`config.mk`:
```
export PLATFORM = sky130hd
export DESIGN_NAME = focuser_temperature_compensation
export DESIGN_NICKNAME = d
export VERILOG_FILES = /design/src/ftc_pkg.sv /design/src/ftc_step.sv /design/src/focuser_temperature_compensation.sv
export SDC_FILE = /design/constraint.sdc
export NUM_CORES = 1
export LEC_CHECK = 0
export BUFFER_PORTS_ARGS = -buffer_cell sky130_fd_sc_hd__buf_4
export CORE_MARGIN = 2
export CORE_UTILIZATION = 45
export DETAILED_ROUTE_END_ITERATION = 10
export PLACE_DENSITY = 0.76
export REMOVE_ABC_BUFFERS = 1
export SLEW_MARGIN = 5
export SYNTH_ARGS = -nofsm -noshare
export SYNTH_HDL_FRONTEND = slang
export SYNTH_SLANG_ARGS = --single-unit
export TNS_END_PERCENT = 1
```
`constraint.sdc`:
```
create_clock -name clk_i -period 5.95 [get_ports clk_i]
set_input_delay 0.595 -clock clk_i [delete_from_list [all_inputs] [get_ports clk_i]]
set_output_delay 0.595 -clock clk_i [all_outputs]
set_load 0.02 [all_outputs]
```
`src/ftc_pkg.sv`:
```
// Package for the focuser temperature compensation block.
// Holds the temperature type, the validation limits, register indexes and the state record.
// No dependencies.
package ftc_pkg;

  localparam int unsigned TEMP_W = 12;
  localparam int unsigned COEF_W = 16;
  localparam int unsigned DATA_W = 32;
  localparam int unsigned ADDR_W = 5;

  typedef logic signed [TEMP_W-1:0] temp_t;

  // Valid readings lie strictly between -40 C and 80 C (1/16 C units)
  localparam temp_t TEMP_LOW_EXCL  = -12'sd640;
  localparam temp_t TEMP_HIGH_EXCL = 12'sd1280;
  localparam temp_t DEFAULT_TEMP_RST = 12'sd320;
  localparam logic signed [TEMP_W:0] ONE_DEGREE = 13'sd16;

  typedef enum logic [2:0] {
    REG_PROBE_LOADED = 3'd0,
    REG_DIRECTION    = 3'd1,
    REG_STEP_COEF    = 3'd2,
    REG_MAX_STEP     = 3'd3,
    REG_DEFAULT_TEMP = 3'd4
  } reg_idx_e;

  typedef struct packed {
    logic  read_phase;
    logic  prev_enable;
    temp_t last_valid;
    temp_t held;
    temp_t start;
  } ftc_state_t;

endpackage

```
`src/ftc_step.sv`:
```
// Per-tick compensation datapath: validation, phase handling, move and clamp.
// Pure combinational; uses ftc_pkg.
module ftc_step
  import ftc_pkg::*;
#(
  parameter int unsigned PosBits = 24
) (
  input  ftc_state_t          state_i,
  input  logic                probe_loaded_i,
  input  logic                direction_inward_i,
  input  logic [COEF_W-1:0]   step_coefficient_i,
  input  logic [PosBits-1:0]  max_step_i,
  input  temp_t               temp_sample_i,
  input  logic                comp_enable_i,
  input  logic [PosBits-1:0]  target_position_i,
  output ftc_state_t          state_o,
  output temp_t               temperature_o,
  output logic [PosBits-1:0]  new_target_o,
  output logic                target_moved_o,
  output logic                request_conversion_o
);

  logic                     sample_ok;
  temp_t                    vtemp;
  temp_t                    start1;
  temp_t                    held1;
  logic signed [TEMP_W:0]   diff;
  logic                     big_change;
  logic                     falling;
  logic                     subtract;
  logic [PosBits-1:0]       coef_ext;
  logic [PosBits:0]         pos_add;
  logic [PosBits:0]         pos_sel;
  logic [PosBits-1:0]       pos_clamped;
  logic                     move;

  always_comb begin
    sample_ok = (temp_sample_i > TEMP_LOW_EXCL) && (temp_sample_i < TEMP_HIGH_EXCL);
    vtemp     = sample_ok ? temp_sample_i : state_i.last_valid;

    start1 = (comp_enable_i && !state_i.prev_enable) ? vtemp : state_i.start;
    held1  = state_i.read_phase ? vtemp : state_i.held;

    diff       = {start1[TEMP_W-1], start1} - {held1[TEMP_W-1], held1};
    big_change = (diff >= ONE_DEGREE) || (diff <= -ONE_DEGREE);
    falling    = held1 < start1;
    subtract   = direction_inward_i ? falling : !falling;
    move       = comp_enable_i && big_change;

    coef_ext = PosBits'(step_coefficient_i);
    pos_add  = {1'b0, target_position_i} + {1'b0, coef_ext};
    if (subtract) begin
      // Floor at zero
      pos_sel = (target_position_i < coef_ext) ? '0
                                               : {1'b0, target_position_i - coef_ext};
    end else begin
      pos_sel = pos_add;
    end
    pos_clamped = (pos_sel > {1'b0, max_step_i}) ? max_step_i : pos_sel[PosBits-1:0];
  end

  always_comb begin
    state_o              = state_i;
    temperature_o        = state_i.last_valid;
    new_target_o         = target_position_i;
    target_moved_o       = 1'b0;
    request_conversion_o = 1'b0;
    if (probe_loaded_i) begin
      state_o.prev_enable = comp_enable_i;
      if (sample_ok && ((comp_enable_i && !state_i.prev_enable) || state_i.read_phase)) begin
        state_o.last_valid = temp_sample_i;
      end
      state_o.read_phase   = !state_i.read_phase;
      state_o.held         = held1;
      state_o.start        = move ? held1 : start1;
      temperature_o        = held1;
      request_conversion_o = !state_i.read_phase;
      target_moved_o       = move;
      if (move) begin
        new_target_o = pos_clamped;
      end
    end
  end

endmodule

```
`src/focuser_temperature_compensation.sv`:
```
// Top level of the focuser temperature compensation block.
// Input register, ftc_step datapath, output register and the APB register file; uses ftc_pkg.
//
// Usage:
//   Input channel (in_valid_i/in_ready_o) carries one tick: probe sample,
//   compensation enable and the current target. Output channel
//   (out_valid_o/out_ready_i) returns one result per tick: reported
//   temperature, new target, moved flag and the conversion request.
//   A tick lands in the input register, passes the combinational ftc_step
//   datapath and is held in the output register. Throughput is
//   one tick per cycle; the input register accepts a new tick whenever the
//   output register is empty or is being drained in the same cycle.
//   When the receiver stalls, the result holds in the output register and the
//   input register takes one more tick before in_ready_o drops.
//   Reset clears both pipeline stages, sets the registers to their defaults
//   (probe not loaded, inward direction, zero coefficient, full clamp, 20 C)
//   and starts on a request phase. Program the APB registers only while no
//   transaction is in flight; writing default_temp also reloads the last
//   valid temperature.
module focuser_temperature_compensation
  import ftc_pkg::*;
#(
  parameter int unsigned POS_BITS = 24
) (
  input  logic                clk_i,
  input  logic                rst_ni,
  input  logic                psel,
  input  logic                penable,
  input  logic                pwrite,
  input  logic [ADDR_W-1:0]   paddr,
  input  logic [DATA_W-1:0]   pwdata,
  output logic [DATA_W-1:0]   prdata,
  output logic                pready,
  input  logic                in_valid_i,
  output logic                in_ready_o,
  input  temp_t               temp_sample_i,
  input  logic                comp_enable_i,
  input  logic [POS_BITS-1:0] target_position_i,
  output logic                out_valid_o,
  input  logic                out_ready_i,
  output temp_t               temperature_o,
  output logic [POS_BITS-1:0] new_target_o,
  output logic                target_moved_o,
  output logic                request_conversion_o
);

  logic                probe_loaded_q;
  logic                direction_inward_q;
  logic [COEF_W-1:0]   step_coefficient_q;
  logic [POS_BITS-1:0] max_step_q;
  temp_t               default_temp_q;

  ftc_state_t          state_q, state_d;

  logic                s0_valid_q;
  temp_t               s0_sample_q;
  logic                s0_enable_q;
  logic [POS_BITS-1:0] s0_target_q;

  logic                out_valid_q;
  temp_t               out_temp_q, out_temp_d;
  logic [POS_BITS-1:0] out_target_q, out_target_d;
  logic                out_moved_q, out_moved_d;
  logic                out_req_q, out_req_d;

  logic                cfg_write;
  logic [2:0]          cfg_idx;
  logic                advance;

  assign pready    = 1'b1;
  assign cfg_write = psel && penable && pwrite;
  assign cfg_idx   = paddr[ADDR_W-1:2];

  assign advance    = s0_valid_q && (!out_valid_q || out_ready_i);
  assign in_ready_o = !s0_valid_q || advance;

  always_comb begin
    unique case (cfg_idx)
      REG_PROBE_LOADED: prdata = DATA_W'(probe_loaded_q);
      REG_DIRECTION:    prdata = DATA_W'(direction_inward_q);
      REG_STEP_COEF:    prdata = DATA_W'(step_coefficient_q);
      REG_MAX_STEP:     prdata = DATA_W'(max_step_q);
      REG_DEFAULT_TEMP: prdata = DATA_W'(default_temp_q);
      default:          prdata = '0;
    endcase
  end

  always_ff @(posedge clk_i or negedge rst_ni) begin
    if (!rst_ni) begin
      probe_loaded_q     <= 1'b0;
      direction_inward_q <= 1'b1;
      step_coefficient_q <= '0;
      max_step_q         <= '1;
      default_temp_q     <= DEFAULT_TEMP_RST;
    end else if (cfg_write) begin
      unique case (cfg_idx)
        REG_PROBE_LOADED: probe_loaded_q     <= pwdata[0];
        REG_DIRECTION:    direction_inward_q <= pwdata[0];
        REG_STEP_COEF:    step_coefficient_q <= pwdata[COEF_W-1:0];
        REG_MAX_STEP:     max_step_q         <= pwdata[POS_BITS-1:0];
        REG_DEFAULT_TEMP: default_temp_q     <= pwdata[TEMP_W-1:0];
        default: ;
      endcase
    end
  end

  ftc_step #(
    .PosBits (POS_BITS)
  ) u_step (
    .state_i              (state_q),
    .probe_loaded_i       (probe_loaded_q),
    .direction_inward_i   (direction_inward_q),
    .step_coefficient_i   (step_coefficient_q),
    .max_step_i           (max_step_q),
    .temp_sample_i        (s0_sample_q),
    .comp_enable_i        (s0_enable_q),
    .target_position_i    (s0_target_q),
    .state_o              (state_d),
    .temperature_o        (out_temp_d),
    .new_target_o         (out_target_d),
    .target_moved_o       (out_moved_d),
    .request_conversion_o (out_req_d)
  );

  always_ff @(posedge clk_i or negedge rst_ni) begin
    if (!rst_ni) begin
      state_q.read_phase  <= 1'b0;
      state_q.prev_enable <= 1'b0;
      state_q.last_valid  <= DEFAULT_TEMP_RST;
      state_q.held        <= '0;
      state_q.start       <= '0;
    end else if (cfg_write && (cfg_idx == REG_DEFAULT_TEMP)) begin
      state_q.last_valid <= pwdata[TEMP_W-1:0];
    end else if (advance) begin
      state_q <= state_d;
    end
  end

  always_ff @(posedge clk_i or negedge rst_ni) begin
    if (!rst_ni) begin
      s0_valid_q  <= 1'b0;
      out_valid_q <= 1'b0;
    end else begin
      if (in_ready_o) begin
        s0_valid_q <= in_valid_i;
      end
      if (advance) begin
        out_valid_q <= 1'b1;
      end else if (out_ready_i) begin
        out_valid_q <= 1'b0;
      end
    end
  end

  always_ff @(posedge clk_i) begin
    if (in_valid_i && in_ready_o) begin
      s0_sample_q <= temp_sample_i;
      s0_enable_q <= comp_enable_i;
      s0_target_q <= target_position_i;
    end
    if (advance) begin
      out_temp_q   <= out_temp_d;
      out_target_q <= out_target_d;
      out_moved_q  <= out_moved_d;
      out_req_q    <= out_req_d;
    end
  end

  assign out_valid_o          = out_valid_q;
  assign temperature_o        = out_temp_q;
  assign new_target_o         = out_target_q;
  assign target_moved_o       = out_moved_q;
  assign request_conversion_o = out_req_q;

  // Without a probe nothing moves and no conversion is requested
  a_no_probe_quiet: assert property (@(posedge clk_i) disable iff (!rst_ni)
    advance && !probe_loaded_q |=> !target_moved_o && !request_conversion_o)
    else $error("activity reported without a probe");

  // Each processed tick with a probe flips the phase, unless a default_temp write lands in the same cycle
  a_phase_toggles: assert property (@(posedge clk_i) disable iff (!rst_ni)
    advance && probe_loaded_q && !cfg_write
      |=> state_q.read_phase != $past(state_q.read_phase))
    else $error("phase did not advance");

  // A moved target never exceeds the clamp
  a_clamped: assert property (@(posedge clk_i) disable iff (!rst_ni)
    out_valid_o && target_moved_o |-> new_target_o <= max_step_q)
    else $error("moved target above max_step");

  // A request phase result always follows a read phase state of zero
  a_request_phase: assert property (@(posedge clk_i) disable iff (!rst_ni)
    advance && probe_loaded_q && !cfg_write |=> request_conversion_o == state_q.read_phase)
    else $error("request flag out of step with phase");

endmodule
```
# After elaboration in Yosys (flattened, before gate mapping)
# Index checks and enable logic that the tools add are counted.
# totals
ff_bits	169
input_bits	81
out_inout_bits	73
word_cells	82
# classes
add_sub_neg	3
n_lt_le_gt_ge	7
eq_ne	4
n_mux	18
bitwise_logic	1
n_reduce_logical	30
# ops
op	count
32-bit one-hot mux with 5 select lines	1
24-bit two-way mux	4
12-bit two-way mux	7
36-bit two-way mux	2
24-bit by 16-bit adder with 25-bit output	1
25-bit by 24-bit greater-than comparator with 1-bit output	1
25-bit two-way mux	1
24-bit by 16-bit < comparator with 1-bit output	1
24-bit by 16-bit subtractor with 24-bit output	1
13-bit by 6-bit >= comparator with 1-bit output, second input constant	1
13-bit by 5-bit <= comparator with 1-bit output, second input constant	1
12-bit by 12-bit subtractor with 13-bit output	1
12-bit by 11-bit greater-than comparator with 1-bit output, second input constant	1
12-bit < comparator	1
12-bit < comparator, second input constant	1
2-bit AND reduction	5
1-bit logical AND	9
2-bit nonzero test	4
3-bit by 2-bit == test with 1-bit output, second input constant	2
3-bit AND reduction	2
1-bit logical NOT	5
1-bit logical OR	4
3-bit by 1-bit == test with 1-bit output, second input constant	1
3-bit == test, second input constant	1
other kinds (3)	5

# Logic depth before layout (Yosys ltp)
# Gate-level depths: netlist of the first run.
# logic_depth
depth_word	12
ltp_mapped	31
depth_no_buf	25

# Modules after synthesis
# A second synthesis of the first run with hierarchy kept.
# hier_totals
hier_cells	1283
area_unflattened_um2	11986.5
# modules_own_cells
module	n_inst	cells_per_inst	area_per_inst_um2	seq_area_each_um2
focuser_temperature_compensation	1	391	6548.8	4640.7
ftc_step	1	892	5437.7	0.0

# Worst setup path after synthesis of the first run
# OpenSTA, ideal clock, no wires.
# synth_path
path_type	flip-flop to flip-flop
startpoint	register s0_sample_q[8]
endpoint	register out_target_q[23], in the netlist new_target_o[23] (data pin)
setup_ns	0.256
t_arrival_ns	6.112
t_required_ns	5.694
path_slack_ns	-0.418
stages_incl_launch_ff	31
path_buffers	6
synth_period_minus_slack_ns	6.368
cell_sequence	edfxtp_1 nand2_1 a21oi_1 o21ai_0 a21oi_1 buf_1 mux2i_1 a21oi_1 inv_1 ha_1 buf_2 nand3_1 o41ai_1 or3_1 o311a_1 and3_1 buf_2 clkbuf_1 nand3_1 a31o_2 ha_1 a21oi_1 o21ai_0 a2111oi_0 a211oi_1 o21ai_0 o21a_1 buf_2 buf_2 nand3_1 a22o_1
# synth_via
elab_chain_cells	12
word_cells_on_any_way	19
classes_between	add/sub: 1; order compare: 6; mux: 8; reduce/logical: 4
# synth_rtl
element	line_no	source
start, declared	focuser_temperature_compensation.sv:56	temp_t s0_sample_q;
start signal, assigned	focuser_temperature_compensation.sv:157	s0_sample_q <= temp_sample_i;
12-bit by 11-bit greater-than comparator with 1-bit output / 12-bit < comparator (equally long branches)	ftc_step.sv:38	sample_ok = (temp_sample_i > TEMP_LOW_EXCL) && (temp_sample_i < TEMP_HIGH_EXCL);
1-bit logical AND	ftc_step.sv:38	
12-bit two-way mux *	ftc_step.sv:39	vtemp = sample_ok ? temp_sample_i : state_i.last_valid;
12-bit two-way mux, on equally long branches	ftc_step.sv:42, ftc_step.sv:41	
12-bit < comparator	ftc_step.sv:46	falling = held1 < start1;
1-bit logical NOT	ftc_step.sv:47	subtract = direction_inward_i ? falling : !falling;
1-bit two-way mux	ftc_step.sv:47	
25-bit two-way mux	ftc_step.sv:52	if (subtract) begin
25-bit by 24-bit greater-than comparator with 1-bit output	ftc_step.sv:59	pos_clamped = (pos_sel > {1'b0, max_step_i}) ? max_step_i : pos_sel[PosBits-1:0];
24-bit two-way mux	ftc_step.sv:59	
24-bit two-way mux *	ftc_step.sv:79	if (move) begin
24-bit two-way mux *	ftc_step.sv:68	if (probe_loaded_i) begin
net out_target_d[23]	focuser_temperature_compensation.sv:62	logic [POS_BITS-1:0] out_target_q, out_target_d;
end signal, assigned	focuser_temperature_compensation.sv:163	out_target_q <= out_target_d;
end, declared	focuser_temperature_compensation.sv:62	
# The timed path passes the listed nets; every way through them passes the cells marked *.
# A chain may end at the register's enable or synchronous reset.

# Worst setup path in the final report of the first run
# layout_path
startpoint	register s0_sample_q[3]
endpoint	register out_target_q[10], in the netlist new_target_o[10] (data pin)
# Same word-level chain as after synthesis.

==> summary.md, run 1 <==
| Metric | Value |
|---|---|
| Status | `finished, violations left` |
| Violated checks | `negative setup slack` |
| GRT Overall Usage | `about a quarter` |
| Vias in the first global route | `10038` |
| Peak VDD IR | `244 uV` |
| Ant diodes | `0` |
| Post-place setup slack | `-0.874 ns` |
| Arr. time, crit path | `~6.4 ns` |
| Chip width | `about 160 um` |
| Final Hold Fails | `0` |
| Average wire per standard cell | `~19 um` |
| Mean Syn Cell Area | `9.05 um^2` |
| Die Area | `26500 um^2` |
| Initial DRC Count | `925` |
| Clk slew on worst S/H paths | `0.08 ns` |
| Height of the die | `about 160 um` |
| Slew HR | `24.4%` |
| Worst slew pin tran | `approximately 1.1 ns` |
| CP most frequent cell | `a21oi_2` |
| Max-slew violations | `0` |
| Min-delay worst type | `primary input to asynchronous set/reset pin` |
| Sw Ratio | `between 40% and 50%` |
| R2R depth | `30` |
| Cell type with the largest total area after synthesis | `edfxtp_1` |
| Synth top area share | `19.9%` |
| Clock buffer depth | `2` |
| Cts bufs inserted | `17` |
| CTS Sinks | `169` |
| Crit path largest cell delay | `0.44 ns` |
| Required @ worst endpoint | `6.14 ns` |
| Post-Place Cell Area | `~14000 um^2` |
| Initial cell density of the core | `between 40% and 50%` |
| Cell area after synthesis | `11300 um^2` |
| GRT overflow | `0` |
| Type of origin of the critical path | `flop` |
| Syn Inst Count | `1251` |
| Area of the multi-input gates | `6450 um^2` |
| Maximum clock rate | `161 MHz` |
| Ratio of cells with drive above 1 in the final layout | `30.8%` |
| Total iterations of the first detailed-routing run | `5` |
| # rows | `58` |
| Post-layout min period | `6.20 ns` |
| Reg-to-reg slack, setup | `-0.25 ns` |
| Worst-skew pair later-pin latency | `0.45 ns` |
| Crit Path Max Fanout | `12` |
| Synth warn | `0` |
| Crit path kind | `flop to flop` |
| Fillers | `~2100` |
| Power Density | `563 nW/um^2` |
| Sequential share of power | `approximately a fifth` |
| Number of antenna-violating nets in the routed design | `0` |
| Sequential element share of the synthesized area | `41.0%` |
| Core area | `25000 um^2` |
| H-Tree Depth | `4` |
| Reg2reg start | `s0_sample_q[3]` |
| I/O pin cnt | `154` |
| Tot Pwr | `between 0.008 and 0.009 W` |
| # nets final | `1656` |
| Final Skew | `0.0139 ns` |
| Storage element area | `4640 um^2` |
| First-pass GRT wire length | `53500 um` |
| Number of remaining DRC errors | `0` |
| Hold-fix buffers, CTS | `0` |
| RSZ-0062 raised after global routing | `yes` |
| Routability Congestion | `between 0.9 and 1` |
| Layout Cells excl Fill | `1847` |
| Vias | `around 11000` |
| Synth cell types | `86` |
| Setup slack after layout | `-0.255 ns` |
| CP Capture Type | `flop` |
| Capturing point of the worst reg2reg path | `new_target_o[10]` |
| Internal Power | `0.00475 W` |
| Net Sw Power | `0.00359 W` |
| Async set-or-reset flop fraction in the synthesized netlist | `a little under three fifths` |
| Period utilization | `104%` |
| Leading register cell type out of synthesis | `edfxtp_1` |
| Final wirelength | `34900 um` |
| Logic pwr share | `65.0%` |
| Layout area overhead | `30.8%` |
| Post-detail-place hpwl | `25000 um` |
| Clock share of power | `between 10 and 15%` |
| Final setup vio count | `24` |
| Max Cap Viol | `0` |
| Slowest cell on the critical path | `edfxtp_1` |
| Pleak | `6.65 nW` |
| Via density | `5.77` |
| Root Buffer Master | `clkbuf_16` |
| IO Port Bufs | `142` |
| Placed insts | `~1800` |
| EDFF count, synth | `75` |
| #FFs+latches synth | `169` |
| Final Cell Area | `14800 um^2` |
| Top post-synthesis cells by area | `edfxtp_1 20%, dfrtp_1 14%, ha_1 7.5%` |
| TritonCTS clock tree | `yes` |
| Pin count of the biggest net entering global routing | `61` |
| Initial antenna violation count | `0` |
final cells by class:
type	instances	share of cell area, %
clock buffers	17	2.87
clock inverters	15	1.28
inverters	75	1.90
multi-input cells	930	43.5
well taps	330	2.79
flip-flops and latches	169	31.3
repair buffers	311	16.3
synthesized netlist by cell type, drive strengths merged, types with 5 or more instances:
library cell and count:
or4 6, or3 14, nor4 15, o211ai 9, dfrtp 65, edfxtp 75, buf 26, a2bb2oi 10
a211o 11, mux2 17, a21o 13, nand3b 5, a21oi 78, o21bai 5, nor2b 16, nand3 34
ha 68, a31oi 8, and2 8, o31ai 6, nor3 14, dfstp 29, mux2i 68, clkbuf 51
nand2b 14, nand2 173, o2111ai 5, inv 75, and3 10, nor3b 6, nor2 85, o21a 9
xnor2 5, nand4 10, a211oi 10, o21ai 130
worst max-delay path by stage:
stage	depth (start not counted)	slack, ns	start	to
after floorplan	24	-1.59	s0_sample_q[8]	new_target_o[19]
after global placement	30	-0.70	s0_sample_q[3]	new_target_o[6]
after detailed placement	30	-0.87	s0_sample_q[3]	new_target_o[6]
after CTS	28	-0.18	s0_sample_q[6]	new_target_o[8]
after global routing	31	-0.58	s0_sample_q[3]	new_target_o[18]
final	30	-0.25	s0_sample_q[3]	new_target_o[10]
per-stage QoR:
| stage | TNS, ns | util, % | hold slack, ns |
|---|---|---|---|
| 2_1_floorplan | -35.26 | - | 0.299 |
| 3_3_place_gp | -15.28 | 54.8 | 0.447 |
| 3_5_place_dp | -18.88 | 54.8 | 0.454 |
| 4_1_cts | -3.33 | 58.5 | 0.0987 |
| 5_1_grt | -12.40 | 59.3 | 0.120 |
| 6_report | -4.72 | 59.3 | 0.0936 |
cell usage in the layout, fill, tap and decap left out, drive strengths merged, types with 11 or more instances in the layout:
cell,netlist,layout
a21o,13,13
dfstp,29,29
mux2,17,17
buf,26,311
nor4,15,15
o21ai,130,130
dfrtp,65,65
nor3,14,14
a211o,11,11
inv,75,84
nand2b,14,14
nand3,34,34
nor2,85,85
nor2b,16,16
nand2,173,173
clkbuf,51,17
a21oi,78,78
mux2i,68,68
or3,14,14
edfxtp,75,75
ha,68,68
cells by family (layout without fill, tap and decap cells):
logic type	after synthesis	after routing	share of synthesized area (%)
flops	169	169	41.0
mux	85	85	7.73
other cells	1	1	0.0331
xor+xnor	8	8	0.619
simple gates	421	421	17.5
fa+ha+maj	72	72	8.13
compound gates	343	343	19.5
buf+inv	152	418	5.58
flip-flops by register name, indices dropped and copies added (netlist names), 12 cells and up:
| register | cells |
|---|---|
| step_coefficient_q | 16 |
| max_step_q | 24 |
| s0_sample_q | 12 |
| default_temp_q | 12 |
| new_target_o | 24 |
| s0_target_q | 24 |
| state_q | 38 |
| temperature_o | 12 |
power groups by stage:
stage | sequential (W) | clock (W) | combinational, W
final | 0.00176 | 0.00116 | 0.00542
after detailed placement | 0.00177 | 0 | 0.00476
after floorplan | 0.00180 | 0 | 0.00263
after global placement | 0.00176 | 0 | 0.00467
after global routing | 0.00180 | 0.00121 | 0.00586
after CTS | 0.00176 | 0.00117 | 0.00510
routing by layer:
layer  share of wire, %  vias to the layer above  track usage (%)
met5                  0                        -                0
met3                7.1                       59             4.00
li1                   -                     5021                -
met1                 46                     5124             37.9
met2                 44                      444             39.2
met4                2.6                        0             8.93
critical path, delay by kind of cell, from the launching register on:
kind,cells,cell delay (ns)
muxes,3,0.59
adders and majority gates,2,0.69
DFF,1,0.44
and+or+nand+nor,4,0.72
buffers and inverters,7,1.00
AOI/OAI and AO/OA,14,2.49
timing repair:
item	in CTS	in global routing
setup buffers	8	9
endpoints found under the setup margin	24	24
pin swaps	23	18
cloned	0	0
resized for setup	53	29
Power figures use the tool's default switching activity.
==> run 2, diff against run 1 <==
--- a/config.mk
+++ b/config.mk
@@ -5,11 +5,11 @@
 export SDC_FILE = /design/constraint.sdc
 export NUM_CORES = 1
 export LEC_CHECK = 0
-export BUFFER_PORTS_ARGS = -buffer_cell sky130_fd_sc_hd__buf_4
 export CORE_MARGIN = 2
 export CORE_UTILIZATION = 45
 export DETAILED_ROUTE_END_ITERATION = 10
-export PLACE_DENSITY = 0.76
+export DONT_BUFFER_PORTS = 1
+export PLACE_DENSITY = 0.71
 export REMOVE_ABC_BUFFERS = 1
 export SLEW_MARGIN = 5
 export SYNTH_ARGS = -nofsm -noshare
==> run 2 against run 1 <==
Effect of this change:
- the flow finishes with violations (design-rule violations, negative setup slack)
- maximum frequency shrank 2.1%
- count of clock-buffer cells in the layout did not move
- non-clock buffer count fell by 44
- routed wire length grew 13%
- worst setup slack worse by 0.13 ns
- first-iteration DRC count is 29% higher
- clock power barely moved
- hold slack got worse by 0.036 ns
- sequential cell count unchanged
- power increased by 17%
- final cell count decreased by 2.4%
- core utilization grew 1.1 points
==> summary.md, run 2 (synthesized netlist as in run 1, its figures left out) <==
| Metric | Value |
|---|---|
| Post-layout min period | `6.34 ns` |
| Ratio of cells with drive above 1 in the final layout | `a little under a third` |
| Type of origin of the critical path | `flop` |
| Critical path origin | `s0_sample_q[2]` |
| Vias in the first global route | `approximately 11000` |
| Max-slew violations | `0` |
| Via density | `~6.0` |
| Most common cell after layout, fill and taps aside | `buf_4` |
| Max Cap Viol | `0` |
| GRT overflow | `0` |
| # nets final | `1612` |
| RSZ-0062 raised after global routing | `yes` |
| Reg2reg start | `s0_sample_q[2]` |
| Crit Path Max Fanout | `5` |
| Clk slew on worst S/H paths | `0.08 ns` |
| Setup slack after layout | `-0.386 ns` |
| Reg-to-reg slack, setup | `-0.39 ns` |
| Worst-skew pair later-pin latency | `0.44 ns` |
| Final Skew | `0.0156 ns` |
| Required @ worst endpoint | `about 6.1 ns` |
| Layout Cells excl Fill | `between 1500 and 2000` |
| Initial cell density of the core | `between 40% and 50%` |
| # rows | `58` |
| IO Port Bufs | `0` |
| GRT Overall Usage | `29.8%` |
| Vias | `10794` |
| Number of remaining DRC errors | `2` |
| Core area | `25000 um^2` |
| Layout area overhead | `33.2%` |
| Post-place setup slack | `-1.08 ns` |
| CP Capture Point | `temperature_o[1]` |
| Status | `finished, violations left` |
| Final wirelength | `39300 um` |
| Capturing point of the worst reg2reg path | `temperature_o[1]` |
| First-pass GRT wire length | `just over 60000 um` |
| Placed insts | `1667` |
| Most flop-heavy register | `state_q` |
| Chip width | `approximately 160 um` |
| Crit path kind | `flop to flop` |
| Worst slew pin tran | `1.05 ns` |
| Slew HR | `30.3%` |
| Clock buffer depth | `2` |
| Peak VDD IR | `274 uV` |
| Core Util, Final | `60.4%` |
| Violated checks | `design-rule violations, negative setup slack` |
| WHS | `0.0576 ns` |
| Ant diodes | `0` |
| Period utilization | `106%` |
| Pin count of the biggest net entering global routing | `68` |
| Max reg flops | `38` |
| Height of the die | `163 um` |
| Root Buffer Master | `clkbuf_16` |
| Die Area | `26500 um^2` |
| Average wire per standard cell | `21.8 um` |
| Initial antenna violation count | `0` |
| Cts bufs inserted | `17` |
| H-Tree Depth | `4` |
| Most frequent cells in the layout | `232 x buf_4, 165 x nand2_1, 93 x o21ai_0` |
| Final setup vio count | `28` |
| Routability Congestion | `0.932` |
| CTS Sinks | `169` |
| TritonCTS clock tree | `yes` |
| Slowest cell on the critical path | `edfxtp_1` |
| Initial DRC Count | `~1200` |
| CP most frequent cell | `buf_4` |
| Arr. time, crit path | `roughly 6.5 ns` |
| I/O pin cnt | `154` |
| Post-Route Setup TNS | `-7.94 ns` |
| Total iterations of the first detailed-routing run | `8` |
| Power Density | `646 nW/um^2` |
| CP Capture Type | `flop` |
| Final Hold Fails | `0` |
| Maximum clock rate | `158 MHz` |
| Pleak | `6.53 nW` |
| Number of antenna-violating nets in the routed design | `0` |
| Min-delay worst type | `primary input to asynchronous set/reset pin` |
| R2R depth | `42` |
| Post-detail-place hpwl | `24400 um` |
| Crit path largest cell delay | `between 0.4 and 0.5 ns` |
[run 2: changes by cell type in the layout (fill, tap and decap cells not counted), moves of 7 or more]
| cell | change |
|---|---|
| buf_6 | +13 |
| buf_4 | -69 |
| ha_4 | +11 |
| ha_1 | -10 |
| a21oi_1 | -7 |
| nand2_1 | -7 |
| nand2_2 | +7 |
| o21ai_2 | +7 |
[run 2: metrics by stage]
| step | total power (W) | area, um^2 |
|---|---|---|
| after floorplan | 0.00443 | 11000 |
| after global placement | 0.00639 | 12700 |
| after detailed placement | 0.00648 | 12700 |
| after CTS | 0.00929 | 15000 |
| after global routing | 0.0103 | 15100 |
| final | 0.00974 | 15100 |
[run 2: area by class of cell]
type	instances	area, um^2
clock buffer	17	425
timing repair buffer	267	2250
sequential	169	4640
inverter	75	282
fill	2018	9880
tap	330	413
multi-input combinational	930	6880
clock inverter	15	196
[run 2: how the worst min path moves through the flow]
| stage | from | slack (ns) | to |
|---|---|---|---|
| after floorplan | rst_ni | 0.30 | default_temp_q[0] |
| after global placement | rst_ni | 0.30 | state_q[29] |
| after detailed placement | rst_ni | 0.31 | state_q[29] |
| after CTS | rst_ni | 0.0003 | max_step_q[1] |
| after global routing | rst_ni | 0.05 | state_q[29] |
| final | rst_ni | 0.06 | state_q[29] |
[run 2: worst max-delay path: cells and delay by family (launching register included)]
family                 cells  cell delay [ns]
multiplexers               2             0.49
flip-flops                 1             0.44
AO/OA/AOI/OAI              4             0.50
buffers and inverters     35             4.27
AND/OR/NAND/NOR            1             0.33
[run 2: power breakdown]
group | internal (W) | switching (W)
logic | 0.00344 | 0.00329
clock network | 0.000610 | 0.000569
registers | 0.00157 | 0.000273
total | 0.00562 | 0.00413
[run 2: metal layers]
metal  share of wire (%)  vias to the layer above  track usage [%]  wire, um
met1                  43                     5224             40.2     16700
met5                   0                        -                0         0
li1                    -                     4940                -         -
met2                  45                      527             46.2     17600
met3                 8.9                      103             7.05      3500
met4                 3.8                        0             12.4      1500
[run 2: what timing repair did]
action / in CTS / in global routing
gates resized for setup: 165 / 10
endpoints found under the hold margin: 67 / 4
setup buffers: 100 / 2
hold buffers: 5 / 1
pin swaps: 66 / 20
setup endpoints to repair: 24 / 28
gates cloned: 2 / 0
